<file path="src/sv/utf8d_pkg.sv">
package utf8d_pkg;

  localparam int unsigned CpW     = 31;
  localparam int unsigned LenW    = 3;
  localparam int unsigned StatusW = 3;
  localparam int unsigned ByteW   = 8;
  localparam int unsigned QDepth  = 4;
  localparam int unsigned QPtrW   = $clog2(QDepth);
  localparam int unsigned QCntW   = $clog2(QDepth + 1);
  localparam int unsigned CfgIdxW = 1;
  localparam int unsigned OutDataW = 40;

  typedef enum logic [CfgIdxW-1:0] {
    REG_MAX_CODE_POINT    = 1'd0,
    REG_REJECT_SURROGATES = 1'd1
  } cfg_reg_e;

  typedef enum logic [StatusW-1:0] {
    ST_OK        = 3'd0,
    ST_BAD_LEAD  = 3'd1,
    ST_BAD_CONT  = 3'd2,
    ST_INVALID   = 3'd3,
    ST_EARLY_END = 3'd4
  } status_e;

  typedef enum logic [1:0] {
    CLS_ASCII = 2'd0,
    CLS_LEAD  = 2'd1,
    CLS_CONT  = 2'd2,
    CLS_BAD   = 2'd3
  } byte_cls_e;

  // One classified byte as it travels from the front to the back.
  typedef struct packed {
    byte_cls_e       cls;
    logic [LenW-1:0] len;  // sequence length announced by a lead byte
    logic [CpW-1:0]  val;  // value bits, already placed for a lead byte
    logic            eos;
  } q_entry_t;

endpackage

</file>
<file path="src/sv/utf8_stream_decoder.sv">
// Path: an accepted byte is stored in the queue, then decoded from its head into the output register.
// Throughput: one byte per cycle unless stalled; the back-end sequence register takes one byte
// each cycle, and up to four classified bytes wait in the queue while the output is stalled.
// Reset: asynchronous, active low; the decoder returns to idle, the queue and output empty,
// max_code_point to 0x7FFFFFFF and reject_surrogates to 1.
module utf8_stream_decoder
  import utf8d_pkg::*;
(
  input  logic                 clk_i,
  input  logic                 rst_ni,
  input  logic                 cfg_we_i,
  input  logic [CfgIdxW-1:0]   cfg_idx_i,
  input  logic [CpW-1:0]       cfg_wdata_i,
  input  logic                 s_axis_tvalid,
  output logic                 s_axis_tready,
  input  logic [ByteW-1:0]     s_axis_tdata,   // in_byte
  input  logic                 s_axis_tlast,   // end_of_stream
  output logic                 m_axis_tvalid,
  input  logic                 m_axis_tready,
  output logic [OutDataW-1:0]  m_axis_tdata,   // code_point, seq_length, zero fill
  output logic [StatusW-1:0]   m_axis_tuser    // status
);

  q_entry_t        front_entry;
  q_entry_t        q_entry;
  logic            q_valid;
  logic            q_ready;
  logic [CpW-1:0]  res_cp;
  logic [LenW-1:0] res_len;

  utf8d_front u_front (
    .byte_i  (s_axis_tdata),
    .eos_i   (s_axis_tlast),
    .entry_o (front_entry)
  );

  utf8d_queue u_queue (
    .clk_i        (clk_i),
    .rst_ni       (rst_ni),
    .push_valid_i (s_axis_tvalid),
    .push_ready_o (s_axis_tready),
    .push_data_i  (front_entry),
    .pop_valid_o  (q_valid),
    .pop_ready_i  (q_ready),
    .pop_data_o   (q_entry)
  );

  utf8d_back u_back (
    .clk_i        (clk_i),
    .rst_ni       (rst_ni),
    .cfg_we_i     (cfg_we_i),
    .cfg_idx_i    (cfg_idx_i),
    .cfg_wdata_i  (cfg_wdata_i),
    .item_valid_i (q_valid),
    .item_ready_o (q_ready),
    .item_i       (q_entry),
    .res_valid_o  (m_axis_tvalid),
    .res_ready_i  (m_axis_tready),
    .res_cp_o     (res_cp),
    .res_len_o    (res_len),
    .res_status_o (m_axis_tuser)
  );

  assign m_axis_tdata = {{(OutDataW - CpW - LenW){1'b0}}, res_len, res_cp};

endmodule

</file>
<file path="src/sv/utf8d_front.sv">
module utf8d_front
  import utf8d_pkg::*;
(
  input  logic [ByteW-1:0] byte_i,
  input  logic             eos_i,
  output q_entry_t         entry_o
);

  always_comb begin
    entry_o.eos = eos_i;
    entry_o.len = 3'd1;
    entry_o.val = '0;
    entry_o.cls = CLS_BAD;
    if (byte_i[7] == 1'b0) begin
      entry_o.cls = CLS_ASCII;
      entry_o.val = {{(CpW - ByteW){1'b0}}, byte_i};
    end else if (byte_i[7:6] == 2'b10) begin
      entry_o.cls = CLS_CONT;
      entry_o.val = {{(CpW - 6){1'b0}}, byte_i[5:0]};
    end else if (byte_i[7:5] == 3'b110) begin
      entry_o.cls = CLS_LEAD;
      entry_o.len = 3'd2;
      entry_o.val = {{(CpW - 11){1'b0}}, byte_i[4:0], 6'd0};
    end else if (byte_i[7:4] == 4'b1110) begin
      entry_o.cls = CLS_LEAD;
      entry_o.len = 3'd3;
      entry_o.val = {{(CpW - 16){1'b0}}, byte_i[3:0], 12'd0};
    end else if (byte_i[7:3] == 5'b11110) begin
      entry_o.cls = CLS_LEAD;
      entry_o.len = 3'd4;
      entry_o.val = {{(CpW - 21){1'b0}}, byte_i[2:0], 18'd0};
    end else if (byte_i[7:2] == 6'b111110) begin
      entry_o.cls = CLS_LEAD;
      entry_o.len = 3'd5;
      entry_o.val = {{(CpW - 26){1'b0}}, byte_i[1:0], 24'd0};
    end else if (byte_i[7:1] == 7'b1111110) begin
      entry_o.cls = CLS_LEAD;
      entry_o.len = 3'd6;
      entry_o.val = {byte_i[0], 30'd0};
    end
  end

endmodule

</file>
<file path="src/sv/utf8d_queue.sv">
module utf8d_queue
  import utf8d_pkg::*;
(
  input  logic     clk_i,
  input  logic     rst_ni,
  input  logic     push_valid_i,
  output logic     push_ready_o,
  input  q_entry_t push_data_i,
  output logic     pop_valid_o,
  input  logic     pop_ready_i,
  output q_entry_t pop_data_o
);

  q_entry_t           mem_q [QDepth];
  logic [QPtrW-1:0]   wr_ptr_q, rd_ptr_q;
  logic [QCntW-1:0]   cnt_q;
  logic               push, pop;

  assign push_ready_o = (cnt_q != QCntW'(QDepth));
  assign pop_valid_o  = (cnt_q != '0);
  assign pop_data_o   = mem_q[rd_ptr_q];
  assign push         = push_valid_i && push_ready_o;
  assign pop          = pop_valid_o && pop_ready_i;

  always_ff @(posedge clk_i) begin
    if (push) begin
      mem_q[wr_ptr_q] <= push_data_i;
    end
  end

  always_ff @(posedge clk_i or negedge rst_ni) begin
    if (!rst_ni) begin
      wr_ptr_q <= '0;
      rd_ptr_q <= '0;
      cnt_q    <= '0;
    end else begin
      if (push) begin
        wr_ptr_q <= wr_ptr_q + 1'b1;
      end
      if (pop) begin
        rd_ptr_q <= rd_ptr_q + 1'b1;
      end
      if (push && !pop) begin
        cnt_q <= cnt_q + 1'b1;
      end else if (pop && !push) begin
        cnt_q <= cnt_q - 1'b1;
      end
    end
  end

endmodule

</file>
<file path="src/sv/utf8d_back.sv">
module utf8d_back
  import utf8d_pkg::*;
(
  input  logic                clk_i,
  input  logic                rst_ni,
  input  logic                cfg_we_i,
  input  logic [CfgIdxW-1:0]  cfg_idx_i,
  input  logic [CpW-1:0]      cfg_wdata_i,
  input  logic                item_valid_i,
  output logic                item_ready_o,
  input  q_entry_t            item_i,
  output logic                res_valid_o,
  input  logic                res_ready_i,
  output logic [CpW-1:0]      res_cp_o,
  output logic [LenW-1:0]     res_len_o,
  output logic [StatusW-1:0]  res_status_o
);

  logic [CpW-1:0]   max_cp_q;
  logic             rej_surr_q;
  logic [CpW-1:0]   part_q, part_d;
  logic [LenW-1:0]  rem_q, rem_d, len_q, len_d;
  logic             out_valid_q;
  logic [CpW-1:0]   out_cp_q;
  logic [LenW-1:0]  out_len_q;
  status_e          out_st_q;
  logic             pop;
  logic             res_v;
  logic [CpW-1:0]   res_cp;
  logic [LenW-1:0]  res_len;
  status_e          res_st;
  logic [LenW-1:0]  got;
  logic [LenW-1:0]  rem_next;
  logic [CpW-1:0]   full_val;
  logic [CpW-1:0]   shifted;

  function automatic logic [CpW-1:0] overlong_limit(input logic [LenW-1:0] len);
    logic [CpW-1:0] lim;
    case (len)
      3'd2:    lim = 31'h7F;
      3'd3:    lim = 31'h7FF;
      3'd4:    lim = 31'hFFFF;
      3'd5:    lim = 31'h1FFFFF;
      3'd6:    lim = 31'h3FFFFFF;
      default: lim = '0;
    endcase
    return lim;
  endfunction

  // Only one item is in the back at a time, and it yields at most one result,
  // so the output register decides whether the next item may be taken.
  assign pop          = item_valid_i && (!out_valid_q || res_ready_i);
  assign item_ready_o = !out_valid_q || res_ready_i;

  assign got      = len_q - rem_q + 3'd1;
  assign rem_next = rem_q - 3'd1;
  assign full_val = part_q | item_i.val;

  always_comb begin
    case (rem_next)
      3'd1:    shifted = item_i.val << 6;
      3'd2:    shifted = item_i.val << 12;
      3'd3:    shifted = item_i.val << 18;
      3'd4:    shifted = item_i.val << 24;
      default: shifted = item_i.val;
    endcase
  end

  always_comb begin
    part_d  = part_q;
    rem_d   = rem_q;
    len_d   = len_q;
    res_v   = 1'b0;
    res_cp  = '0;
    res_len = 3'd1;
    res_st  = ST_OK;
    if (rem_q == '0) begin
      case (item_i.cls)
        CLS_ASCII: begin
          res_v = 1'b1;
          if (item_i.val > max_cp_q) begin
            res_st = ST_INVALID;
          end else begin
            res_cp = item_i.val;
          end
        end
        CLS_LEAD: begin
          if (item_i.eos) begin
            res_v  = 1'b1;
            res_st = ST_EARLY_END;
          end else begin
            part_d = item_i.val;
            len_d  = item_i.len;
            rem_d  = item_i.len - 3'd1;
          end
        end
        default: begin
          res_v  = 1'b1;
          res_st = ST_BAD_LEAD;
        end
      endcase
    end else if (item_i.eos && rem_q > 3'd1) begin
      res_v   = 1'b1;
      res_len = got;
      res_st  = ST_EARLY_END;
      part_d  = '0;
      rem_d   = '0;
      len_d   = '0;
    end else if (item_i.cls != CLS_CONT) begin
      res_v   = 1'b1;
      res_len = got;
      res_st  = ST_BAD_CONT;
      part_d  = '0;
      rem_d   = '0;
      len_d   = '0;
    end else if (rem_q == 3'd1) begin
      res_v   = 1'b1;
      res_len = len_q;
      part_d  = '0;
      rem_d   = '0;
      len_d   = '0;
      if (full_val <= overlong_limit(len_q) || full_val > max_cp_q ||
          (rej_surr_q && full_val >= 31'hD800 && full_val <= 31'hDFFF)) begin
        res_st = ST_INVALID;
      end else begin
        res_cp = full_val;
      end
    end else begin
      rem_d  = rem_next;
      part_d = part_q | shifted;
    end
  end

  always_ff @(posedge clk_i or negedge rst_ni) begin
    if (!rst_ni) begin
      max_cp_q   <= '1;
      rej_surr_q <= 1'b1;
    end else if (cfg_we_i) begin
      case (cfg_reg_e'(cfg_idx_i))
        REG_MAX_CODE_POINT:    max_cp_q   <= cfg_wdata_i;
        REG_REJECT_SURROGATES: rej_surr_q <= cfg_wdata_i[0];
        default: ;
      endcase
    end
  end

  always_ff @(posedge clk_i or negedge rst_ni) begin
    if (!rst_ni) begin
      part_q      <= '0;
      rem_q       <= '0;
      len_q       <= '0;
      out_valid_q <= 1'b0;
    end else begin
      if (pop) begin
        part_q <= part_d;
        rem_q  <= rem_d;
        len_q  <= len_d;
      end
      if (pop && res_v) begin
        out_valid_q <= 1'b1;
      end else if (res_ready_i) begin
        out_valid_q <= 1'b0;
      end
    end
  end

  always_ff @(posedge clk_i) begin
    if (pop && res_v) begin
      out_cp_q  <= res_cp;
      out_len_q <= res_len;
      out_st_q  <= res_st;
    end
  end

  assign res_valid_o  = out_valid_q;
  assign res_cp_o     = out_cp_q;
  assign res_len_o    = out_len_q;
  assign res_status_o = out_st_q;

endmodule

</file>
<file path="config.mk">
export PLATFORM = sky130hd
export DESIGN_NAME = utf8_stream_decoder
export DESIGN_NICKNAME = d
export VERILOG_FILES = /design/src/sv/utf8d_pkg.sv /design/src/sv/utf8_stream_decoder.sv /design/src/sv/utf8d_front.sv /design/src/sv/utf8d_queue.sv /design/src/sv/utf8d_back.sv
export SDC_FILE = /design/constraint.sdc
export NUM_CORES = 1
export LEC_CHECK = 0
export BUFFER_PORTS_ARGS = -buffer_cell sky130_fd_sc_hd__buf_2
export CAP_MARGIN = 0
export CORE_ASPECT_RATIO = 1.4
export CORE_MARGIN = 8
export CORE_UTILIZATION = 60
export CTS_CLUSTER_SIZE = 10
export DETAILED_ROUTE_END_ITERATION = 12
export PLACE_DENSITY_LB_ADDON = 0.08
export SETUP_SLACK_MARGIN = 0.2
export SLEW_MARGIN = 20
export SYNTH_ARGS = -nofsm -noshare
export SYNTH_HDL_FRONTEND = slang
export SYNTH_HIERARCHICAL = 1
export SYNTH_SLANG_ARGS = --single-unit
</file>
<file path="constraint.sdc">
create_clock -name clk_i -period 8.5 [get_ports clk_i]
set_clock_uncertainty 0.1 [all_clocks]
set_input_delay 1.7 -clock clk_i [delete_from_list [all_inputs] [get_ports clk_i]]
set_output_delay 1.7 -clock clk_i [all_outputs]
set_load 0.005 [all_outputs]
</file>
==> results.md <==
Clocking:
- After clock tree synthesis, the flow added hold-fix buffers numbering 0.
- The clock slew seen by the registers of the worst setup and hold paths is 0.06 ns.
- Counting every sink on the clock net gives 262.
- The number of clock buffers added by TritonCTS is 30.
- The buffer depth of the longest clock path is 3.
- Once the clock tree was built, the resizer swapped 0 gates to a different size.
- The buffer type at the clock tree root is sky130_fd_sc_hd__clkbuf_16.
- The number of levels the H-tree was split into is 1.
- TritonCTS built the clock tree.
- The post-CTS setup repair buffer count is 0.
- The clock latency at the later pin of the worst-skew pair is 0.54 ns.

Synth:
- The most frequent cell after synthesis is sky130_fd_sc_hd__edfxtp_1.
- The post-synthesis sequential area ratio is 53.3%.
- In this run the cell area of the synthesized design comes to 14100 um2.
- The post-synthesis sequential element count is 262.
- The area share of the largest cell type after synthesis is 39.3%.
- The largest total area in the synthesized netlist belongs to sky130_fd_sc_hd__edfxtp_1.
- Synthesis handed over a netlist of 1176 instances.
- Counting flops with an async set or reset pin after synthesis yields a share of 29.4%.
- By area the synthesized netlist is led by sky130_fd_sc_hd__edfxtp_1 39%, sky130_fd_sc_hd__ha_1 9.2%, sky130_fd_sc_hd__dfrtp_1 8.0%.
- In the synthesized netlist the dominant register cell turns out to be sky130_fd_sc_hd__edfxtp_1.
- The number of enable-type register cells in the synthesized netlist is 185.
- The number of distinct library cells after synthesis is 68.
- Sorting the synthesized cells by how often they occur yields 185 x sky130_fd_sc_hd__edfxtp_1, 117 x sky130_fd_sc_hd__nand2_1, 104 x sky130_fd_sc_hd__ha_1.
- A synthesized cell averages 12.0 um2.
- The number of warnings printed during yosys synthesis is 6.

Power and ir drop:
- For this design the ratio of total power to cell area is 398 nW/um2.
- Across the VDD grid, the largest voltage drop is 0.248 mV.
- The total leakage power is 0.00592 uW.

Timing:
- Adding up every negative setup slack in the final design gives 0 ns.
- Setup repair after global routing left no endpoint under its margin.
- Setup violations remaining at the end of the flow were counted as 0.
- The slew at the pin closest to its max-slew limit is 1.11 ns.
- The maximum clock frequency is 193 MHz.
- The final number of hold-violating endpoints came to 0.
- The remaining max-slew budget at the tightest pin is 25.5%.
- The final cycle utilization of the critical path is 61.1%.
- After layout, the minimum clock period comes to 5.19 ns.
- The final-report max-slew violation count came to 0.

Detailed routing:
- The first TritonRoute pass finished after 5 iterations.
- The sum of routed wire length over all layers is 35500 um.
- The DRC violations left is 0.
- The detailed-route via count is 9745.
- The remaining antenna violation count is 0.
- The starting DRC count in detailed routing is 795.
- The routed length per instance is 22.6 um.
- The number of vias per cell is 6.20.

Worst setup path:
- At the worst endpoint, the arrival time is 5.45 ns.
- The path type of the worst setup path is reg2reg.
- Setup slack on the worst reg-to-reg path comes out at 3.31 ns.
- The startpoint identified for the worst register-to-register timing path is u_queue/rd_ptr_q[0]$_DFFE_PN0P_.
- The element type at the critical path start is a register.
- The end point of the critical path is u_back/res_cp_o[9]$_DFFE_PP_.
- The depth of the worst register-to-register path is 11.
- The startpoint of the worst setup timing path is u_queue/rd_ptr_q[0]$_DFFE_PN0P_.
- Data on the critical path is required at its endpoint by 8.76 ns.
- The worst setup path is captured at a register.
- The worst-path maximum fanout is 36.
- The endpoint identified for the worst register-to-register timing path is u_back/res_cp_o[9]$_DFFE_PP_.

Worst hold path:
- The tightest min-delay check is of the reg2reg type.

Floorplanning:
- The die covers 28800 um2.
- The die is 146 um wide.
- After floorplanning, the core was divided into 66 placement rows.
- In this run the standard cell core region covers 23200 um2.
- The initial utilization of the core area, before any placement, comes to 60.9%.
- The vertical die dimension is 198 um.
- The total I/O pin count is 91.

Global routing:
- The total overflow left after global routing is 0.
- The largest net degree at the start of global routing is 62.
- The number of global-route vias before repair came to 9907.
- The number of antenna violations at the first check in global routing is 0.
- The global-route wire length before repair is 56500 um.
- The total routing resource utilization after global routing is 24.9%.

Final layout:
- The post-route core utilization is 67.1%.
- The share of post-route cells with drive strength above 1 is 23.1%.
- From synthesis to final layout, the design area changed by 10.3%.
- The finished cells cover 15600 um2.
- After the last flow step, the layout net total stands at 1394.
- The number of diodes added for antenna fixing is 0.

Place:
- The last weighted congestion value of the routability-driven placer is 0.903.
- Buffers placed on the I/O ports in this run total 84.
- The half-perimeter wire length after placement is 25300 um.
- The post-place instance area is 14700 um2.

Status:
- The run finished with clean final reports.

Job:
- The tool flagged a number of max-cap violations equal to 0.
## cells by family (layout without fill, tap and decap cells)
family	after synthesis	in the layout	share of synthesized area, %
AO/OA/AOI/OAI	284	284	13.9
XOR/XNOR	11	11	0.682
adder cells (fa/ha/maj)	105	105	9.35
buffers and inverters	132	209	4.62
flip-flops	262	262	53.3
multiplexers	41	41	6.22
other	2	16	0.0532
AND/OR/NAND/NOR	339	339	11.9
## layout by cell type, fill, tap and decap left out, types with 17 or more instances in the layout
master / n
sky130_fd_sc_hd__o21ai_0: 72
sky130_fd_sc_hd__clkbuf_16: 31
sky130_fd_sc_hd__buf_4: 17
sky130_fd_sc_hd__ha_1: 104
sky130_fd_sc_hd__inv_1: 50
sky130_fd_sc_hd__clkbuf_1: 24
sky130_fd_sc_hd__mux4_2: 37
sky130_fd_sc_hd__a41oi_2: 20
sky130_fd_sc_hd__nand3_1: 27
sky130_fd_sc_hd__dfrtp_1: 44
sky130_fd_sc_hd__buf_2: 83
sky130_fd_sc_hd__nand2_1: 117
sky130_fd_sc_hd__dfstp_2: 32
sky130_fd_sc_hd__a41oi_1: 17
sky130_fd_sc_hd__a21oi_2: 21
sky130_fd_sc_hd__edfxtp_1: 185
sky130_fd_sc_hd__a21oi_1: 92
sky130_fd_sc_hd__or2_2: 25
sky130_fd_sc_hd__nand4_1: 17
sky130_fd_sc_hd__nor2_1: 67
## critical path, cell delays in order (launching register included)
cell                      delay, ns
sky130_fd_sc_hd__dfrtp_2       0.40
sky130_fd_sc_hd__buf_4         0.57
sky130_fd_sc_hd__mux4_2        0.73
sky130_fd_sc_hd__or2_2         0.38
sky130_fd_sc_hd__ha_1          0.32
sky130_fd_sc_hd__nand4_1       0.13
sky130_fd_sc_hd__nor3_1        0.52
sky130_fd_sc_hd__nand3_1       0.30
sky130_fd_sc_hd__o31ai_1       0.15
sky130_fd_sc_hd__o211a_1       0.46
sky130_fd_sc_hd__nand3_4       0.53
sky130_fd_sc_hd__a21oi_2       0.35
## report_power, final
| group | total, uW | internal [uW] | switching (uW) |
|---|---|---|---|
| Clock | 1160 | 677 | 478 |
| Sequential | 2000 | 1810 | 193 |
| Combinational | 3040 | 1130 | 1910 |
| Total | 6200 | 3620 | 2580 |
## metrics by stage
stage / power, uW / hold slack [ns] / cells / setup slack, ns
after floorplan: 4160 / 0.380 / 1190 / 4.53
after global placement: 4980 / 0.402 / 1516 / 3.36
after detailed placement: 5030 / 0.410 / 1516 / 3.35
after CTS: 6200 / 0.422 / 1572 / 3.32
after global routing: 6620 / 0.461 / 1573 / 3.05
final: 6200 / 0.418 / 1573 / 3.31
## layer usage
layer  GRT usage [%]  vias up  routed length (um)
li1                -     4520                   -
met1            30.5     4812               14100
met2            42.6      321               17900
met3            3.05       92                1760
met4            13.2        0                1870
met5               0        -                   0
## cell type report
type	count	area (um2)
clock buffer	55	866
multi-input combinational	796	6040
clock inverter	1	8.76
timing repair buffer	101	563
sequential	262	7520
inverter	52	198
tap	306	383
fill	1790	7620
## sequential cells by signal, indices dropped and copies added, names as in the netlist
| signal | cells |
|---|---|
| u_back/rej_surr_q | 1 |
| u_back/part_q | 31 |
| u_queue/wr_ptr_q | 2 |
| u_back/rem_q | 3 |
| u_back/res_len_o | 3 |
| u_queue/cnt_q | 3 |
| u_back/res_valid_o | 1 |
| u_back/len_q | 3 |
| u_back/res_status_o | 3 |
| u_queue/mem_q | 148 |
| u_queue/rd_ptr_q | 2 |
| u_back/res_cp_o | 31 |
| u_back/max_cp_q | 31 |
## worst min-delay path by stage
stage,start,endpoint,slack (ns),depth (start not counted)
6_report,u_queue/rd_ptr_q[0]$_DFFE_PN0P_,u_queue/rd_ptr_q[0]$_DFFE_PN0P_,0.42,1
2_1_floorplan,u_back/part_q[12]$_DFFE_PN0P_,u_back/part_q[12]$_DFFE_PN0P_,0.38,2
3_3_place_gp,u_queue/rd_ptr_q[0]$_DFFE_PN0P_,u_queue/rd_ptr_q[0]$_DFFE_PN0P_,0.40,1
5_1_grt,u_queue/rd_ptr_q[0]$_DFFE_PN0P_,u_queue/rd_ptr_q[0]$_DFFE_PN0P_,0.46,1
3_5_place_dp,u_queue/rd_ptr_q[0]$_DFFE_PN0P_,u_queue/rd_ptr_q[0]$_DFFE_PN0P_,0.41,1
4_1_cts,u_queue/rd_ptr_q[0]$_DFFE_PN0P_,u_queue/rd_ptr_q[0]$_DFFE_PN0P_,0.42,1
Power figures use the tool's default switching activity.
